**src/rtl/ardet_pkg.sv**
```systemverilog
// shared constants, types and command/status structs of the action rate anomaly detector
package ardet_pkg;

	// sizing
	localparam int USERS         = 16;
	localparam int HISTORY_DEPTH = 16;
	localparam int ENTRIES       = USERS * HISTORY_DEPTH;
	localparam int USER_W        = (USERS > 1) ? $clog2(USERS) : 1;
	localparam int SLOT_W        = $clog2(HISTORY_DEPTH);
	localparam int ADDR_W        = (ENTRIES > 1) ? $clog2(ENTRIES) : 1;
	localparam int CNT_W         = $clog2(HISTORY_DEPTH + 1);

	// field widths
	localparam int USER_ID_W  = 8;
	localparam int KIND_W     = 2;
	localparam int TIME_W     = 32;
	localparam int LIMIT_W    = 8;
	localparam int WINDOW_W   = 16;
	localparam int COUNT_W    = 5;
	localparam int CFG_IDX_W  = 2;
	localparam int CFG_DATA_W = 16;
	localparam int ENTRY_W    = KIND_W + TIME_W;

	// register reset values
	localparam logic [LIMIT_W-1:0]  DELETE_LIMIT_RST   = 8'd5;
	localparam logic [LIMIT_W-1:0]  MODIFY_LIMIT_RST   = 8'd10;
	localparam logic [WINDOW_W-1:0] WINDOW_SECONDS_RST = 16'd60;

	// largest value the count field can show
	localparam logic [COUNT_W-1:0] COUNT_SAT = 5'd31;

	// register indexes
	localparam logic [CFG_IDX_W-1:0] CFG_DELETE_LIMIT   = 2'd0;
	localparam logic [CFG_IDX_W-1:0] CFG_MODIFY_LIMIT   = 2'd1;
	localparam logic [CFG_IDX_W-1:0] CFG_WINDOW_SECONDS = 2'd2;

	// action kinds
	typedef enum logic [KIND_W-1:0] {
		KIND_OTHER  = 2'd0,
		KIND_DELETE = 2'd1,
		KIND_MODIFY = 2'd2
	} kind_t;

	// controller states
	typedef enum logic [1:0] {
		ST_IDLE,
		ST_SCAN,
		ST_DRAIN,
		ST_DECIDE
	} state_t;

	// controller to datapath
	typedef struct packed {
		logic load;
		logic rd_en;
		logic finish;
	} ardet_cmd_t;

	// datapath to controller
	typedef struct packed {
		logic scan_last;
	} ardet_status_t;

endpackage

```
**src/rtl/ardet_ctrl.sv**
```systemverilog
// controller state machine: accepts an item, sequences the history scan, hands off the result
module ardet_ctrl (
	input  logic                  clk,
	input  logic                  arst_n,
	input  logic                  in_valid,
	output logic                  in_ready,
	output logic                  out_valid,
	input  logic                  out_ready,
	output ardet_pkg::ardet_cmd_t cmd,
	input  ardet_pkg::ardet_status_t status
);
	import ardet_pkg::*;

	state_t state_q;
	state_t state_nxt;
	logic   out_valid_q;
	logic   out_free;

	// output register can take a new result
	assign out_free = !out_valid_q || out_ready;

	// next state
	always_comb begin
		state_nxt = state_q;
		case (state_q)
			ST_IDLE: begin
				if (in_valid) state_nxt = ST_SCAN;
			end
			ST_SCAN: begin
				if (status.scan_last) state_nxt = ST_DRAIN;
			end
			ST_DRAIN: begin
				state_nxt = ST_DECIDE;
			end
			ST_DECIDE: begin
				if (out_free) state_nxt = ST_IDLE;
			end
			default: begin
				state_nxt = ST_IDLE;
			end
		endcase
	end

	// outputs and commands
	always_comb begin
		in_ready   = 1'b0;
		cmd.load   = 1'b0;
		cmd.rd_en  = 1'b0;
		cmd.finish = 1'b0;
		case (state_q)
			ST_IDLE: begin
				in_ready = 1'b1;
				cmd.load = in_valid;
			end
			ST_SCAN: begin
				cmd.rd_en = 1'b1;
			end
			ST_DRAIN: begin
			end
			ST_DECIDE: begin
				cmd.finish = out_free;
			end
			default: begin
			end
		endcase
	end

	// state register
	always_ff @(posedge clk or negedge arst_n) begin
		if (!arst_n) begin
			state_q <= ST_IDLE;
		end else begin
			state_q <= state_nxt;
		end
	end

	// result valid: set when a result is loaded, cleared on transfer
	always_ff @(posedge clk or negedge arst_n) begin
		if (!arst_n) begin
			out_valid_q <= 1'b0;
		end else if (cmd.finish) begin
			out_valid_q <= 1'b1;
		end else if (out_ready) begin
			out_valid_q <= 1'b0;
		end
	end

	assign out_valid = out_valid_q;

endmodule

```
**config.mk**
```make
export PLATFORM = sky130hd
export DESIGN_NAME = ardet_ctrl
export DESIGN_NICKNAME = d
export VERILOG_FILES = /design/src/rtl/ardet_pkg.sv /design/src/rtl/ardet_ctrl.sv
export SDC_FILE = /design/constraint.sdc
export NUM_CORES = 1
export LEC_CHECK = 0
export BUFFER_PORTS_ARGS = -buffer_cell sky130_fd_sc_hd__buf_4
export CORE_AREA = 2 2 39 41
export CTS_CLUSTER_SIZE = 40
export DETAILED_ROUTE_END_ITERATION = 7
export DIE_AREA = 0 0 41 43
export HOLD_SLACK_MARGIN = 0.12
export PLACE_DENSITY = 0.48
export SLEW_MARGIN = 10
export SYNTH_ARGS = -nofsm -noshare
export SYNTH_HDL_FRONTEND = slang
export SYNTH_SLANG_ARGS = --single-unit
```
**constraint.sdc**
```tcl
create_clock -name clk -period 1.2 [get_ports clk]
set_input_delay 0.24 -clock clk [delete_from_list [all_inputs] [get_ports clk]]
set_output_delay 0.24 -clock clk [all_outputs]
set_load 0.02 [all_outputs]
```
==> metrics.cfg <==
[timing]
worstMarginPinSlew_ps = 171.6
fin_skew_ps = 4.764
layout_setup_ws_ps = -238.9
maxSlewViolCount = 0
rsz0062_at_grt = true
finalCritPeriodShare_pct = 119.9
fin_crit_ps = 1439
finalHoldViolations = 0
holdWs_ps = 304.7
fmax_ghz = 0.6950
setup_violations = 6
slew_headroom_pct = 88.34

[critical_path]
critPathKind = register to output pin
crit_arrival_ps = 1200
cp-start-kind = register
endpoint_kind = output pin
rrSetupSlack_ps = -210
crit_path_max_fanout = 3
worstPathRequired_ps = 960

[synthesis]
netlist_area_um2 = 232.7
synth_cells = 20
synth.avg_cell_area_um2 = 11.64
synth_top_area_share_pct = 32.26
synth_cell_types = 14
yosysSeqAreaShare_pct = 32.26
synth.largest_area_cell = dfrtp_1
ys_top_cells_by_area = dfrtp_1 (32%), ha_1 (22%), o221ai_4 (11%), mux2_4 (6.5%), nand2b_4 (5.9%)
syn_nets = 29
synth_seq_cells = 3
ys.warnings.count = 0

[drt]
post_drt_wl_per_cell_um = 9.414
drt_first_pass_iters = 2
drc_errors = 0
drtIter0Drc = 2
wirelength_um = 546
drtAntennaViolNets = 0
avgViaCountPerCell = 3.603
num_vias = 209

[placement]
dp_slack_ps = -123.7
placed_area_um2 = 372.9
gp_congestion = 0.7503
hpwl_um = 457.6
io_buffer_count = 9

[finish]
final_cell_mix = buf_4 (13), buf_6 (4), inv_2 (3), clkbuf_4 (3), dfrtp_1 (3)
area_growth_pct = 94.62
final_area_um2 = 452.9
layout.nets = 52
final_common_cell = buf_4
diodes = 0
drive_above_1_share_pct = 73.81
final_util_pct = 32.73

[cts]
cts-root-buf = clkbuf_4
cts.sinks = 3
h-tree-depth = 1
ctsLongestPathBuffers = 2
cts_buffers = 3
clkLatencyLatePin_ps = 230
clk_pin_slew_worst_paths_ps = 40
cts_tree = done

[global_route]
grt_max_degree = 4
antenna_found_initial = 0
grt_pass1_wl_um = 848
grtUsageTotal_pct = 8.133
grt-ovfl-total = 0
grt_pass1_vias = 233

[pwr]
seq_power_share_pct = 15.7
ir_drop_uv = 895.8
p_sw_share_pct = 37.93
p_leak_nw = 0.2249
power.internal_mw = 0.8267
comb_power_share_pct = 71.0
p_sw_mw = 0.5051
clockPowerShare_pct = 13.3
power_density_nw_per_um2 = 2940
p_total_mw = 1.332

[floorplanning]
chipHeight_um = 43
core_um2 = 1384
die_w_um = 41
die_area_um2 = 1763
start_util_pct = 16.82
ioPinCount = 10
row_count = 14

[outcome]
status = finished with violations
violations = setup timing

[run]
cap_violations = 0

[worst_hold_path]
hold_class = input port to register

sequential cells by signal, indices dropped and copies added (netlist names):
register and flops:
state_q 2, out_valid 1
Yosys cell counts:
| master | n |
|---|---|
| ha_1 | 4 |
| dfrtp_1 | 3 |
| inv_1 | 2 |
| and2_1 | 1 |
| and2_2 | 1 |
| clkinv_1 | 1 |
| inv_2 | 1 |
| mux2_4 | 1 |
| mux2i_1 | 1 |
| nand2_1 | 1 |
| nand2b_1 | 1 |
| nand2b_4 | 1 |
| nor2_1 | 1 |
| o221ai_4 | 1 |
layout make-up:
class	count	area [um2]
fillers	145	930.9
clock buffers	4	26.28
well taps	16	20.02
inverters	4	15.01
flip-flops and latches	3	75.07
multi-input cells	13	163.9
repair buffers	18	152.6
logic make-up after synthesis:
group	count (synthesis)	share of synthesized area, %
buffers and inverters	4	6.450
AND/OR/NAND/NOR	6	17.74
flip-flops	3	32.26
adder cells (fa/ha/maj)	4	21.51
AO/OA/AOI/OAI	1	11.29
multiplexers	2	10.75
metal layers:
metal	part of all wire, %	track usage [%]
met5	0	0
met4	3.1	8.000
met3	10	4.712
met2	49	12.81
met1	37	6.109
timing repair:
item | in CTS | in global routing
endpoints found under the setup margin | 6 | 6
hold buffers | 1 | 0
pin swaps | 1 | 2
buffers inserted | 2 | 1
hold endpoints to repair | 3 | 0
resized for setup | 6 | 0
worst max-delay path, cell delays in order, from the launching register on:
cell and delay, ps:
dfrtp_1 380, inv_2 70, ha_4 160, buf_6 110, and2_4 130, buf_6 120
metrics by stage:
| stage | TNS, ps | instances |
|---|---|---|
| 6_report | -1238 | 58 |
| 5_1_grt | -1571 | 58 |
| 4_1_cts | -1266 | 57 |
| 3_5_place_dp | -276.5 | 50 |
| 3_3_place_gp | -200.3 | 50 |
| 2_1_floorplan | -135.0 | 20 |
worst paths after layout:
kind                              endpoint        from  cells past startpoint
worst max-delay path                cmd[2]  state_q[1]                      5
worst min-delay path             out_valid   out_ready                      3
worst max register to register  state_q[1]  state_q[1]                      6
worst min register to register   out_valid   out_valid                      2
max in group asynchronous       state_q[1]      arst_n                      2
min in group asynchronous       state_q[0]      arst_n                      2
power by group through the flow:
stage	clock network [mW]	logic, mW	registers (mW)
CTS	0.184	0.935	0.212
finish	0.176	0.946	0.209
floorplan	0	0.466	0.229
detailed placement	0	0.788	0.216
global placement	0	0.764	0.211
global route	0.202	1.01	0.218
Power figures use the tool's default switching activity.
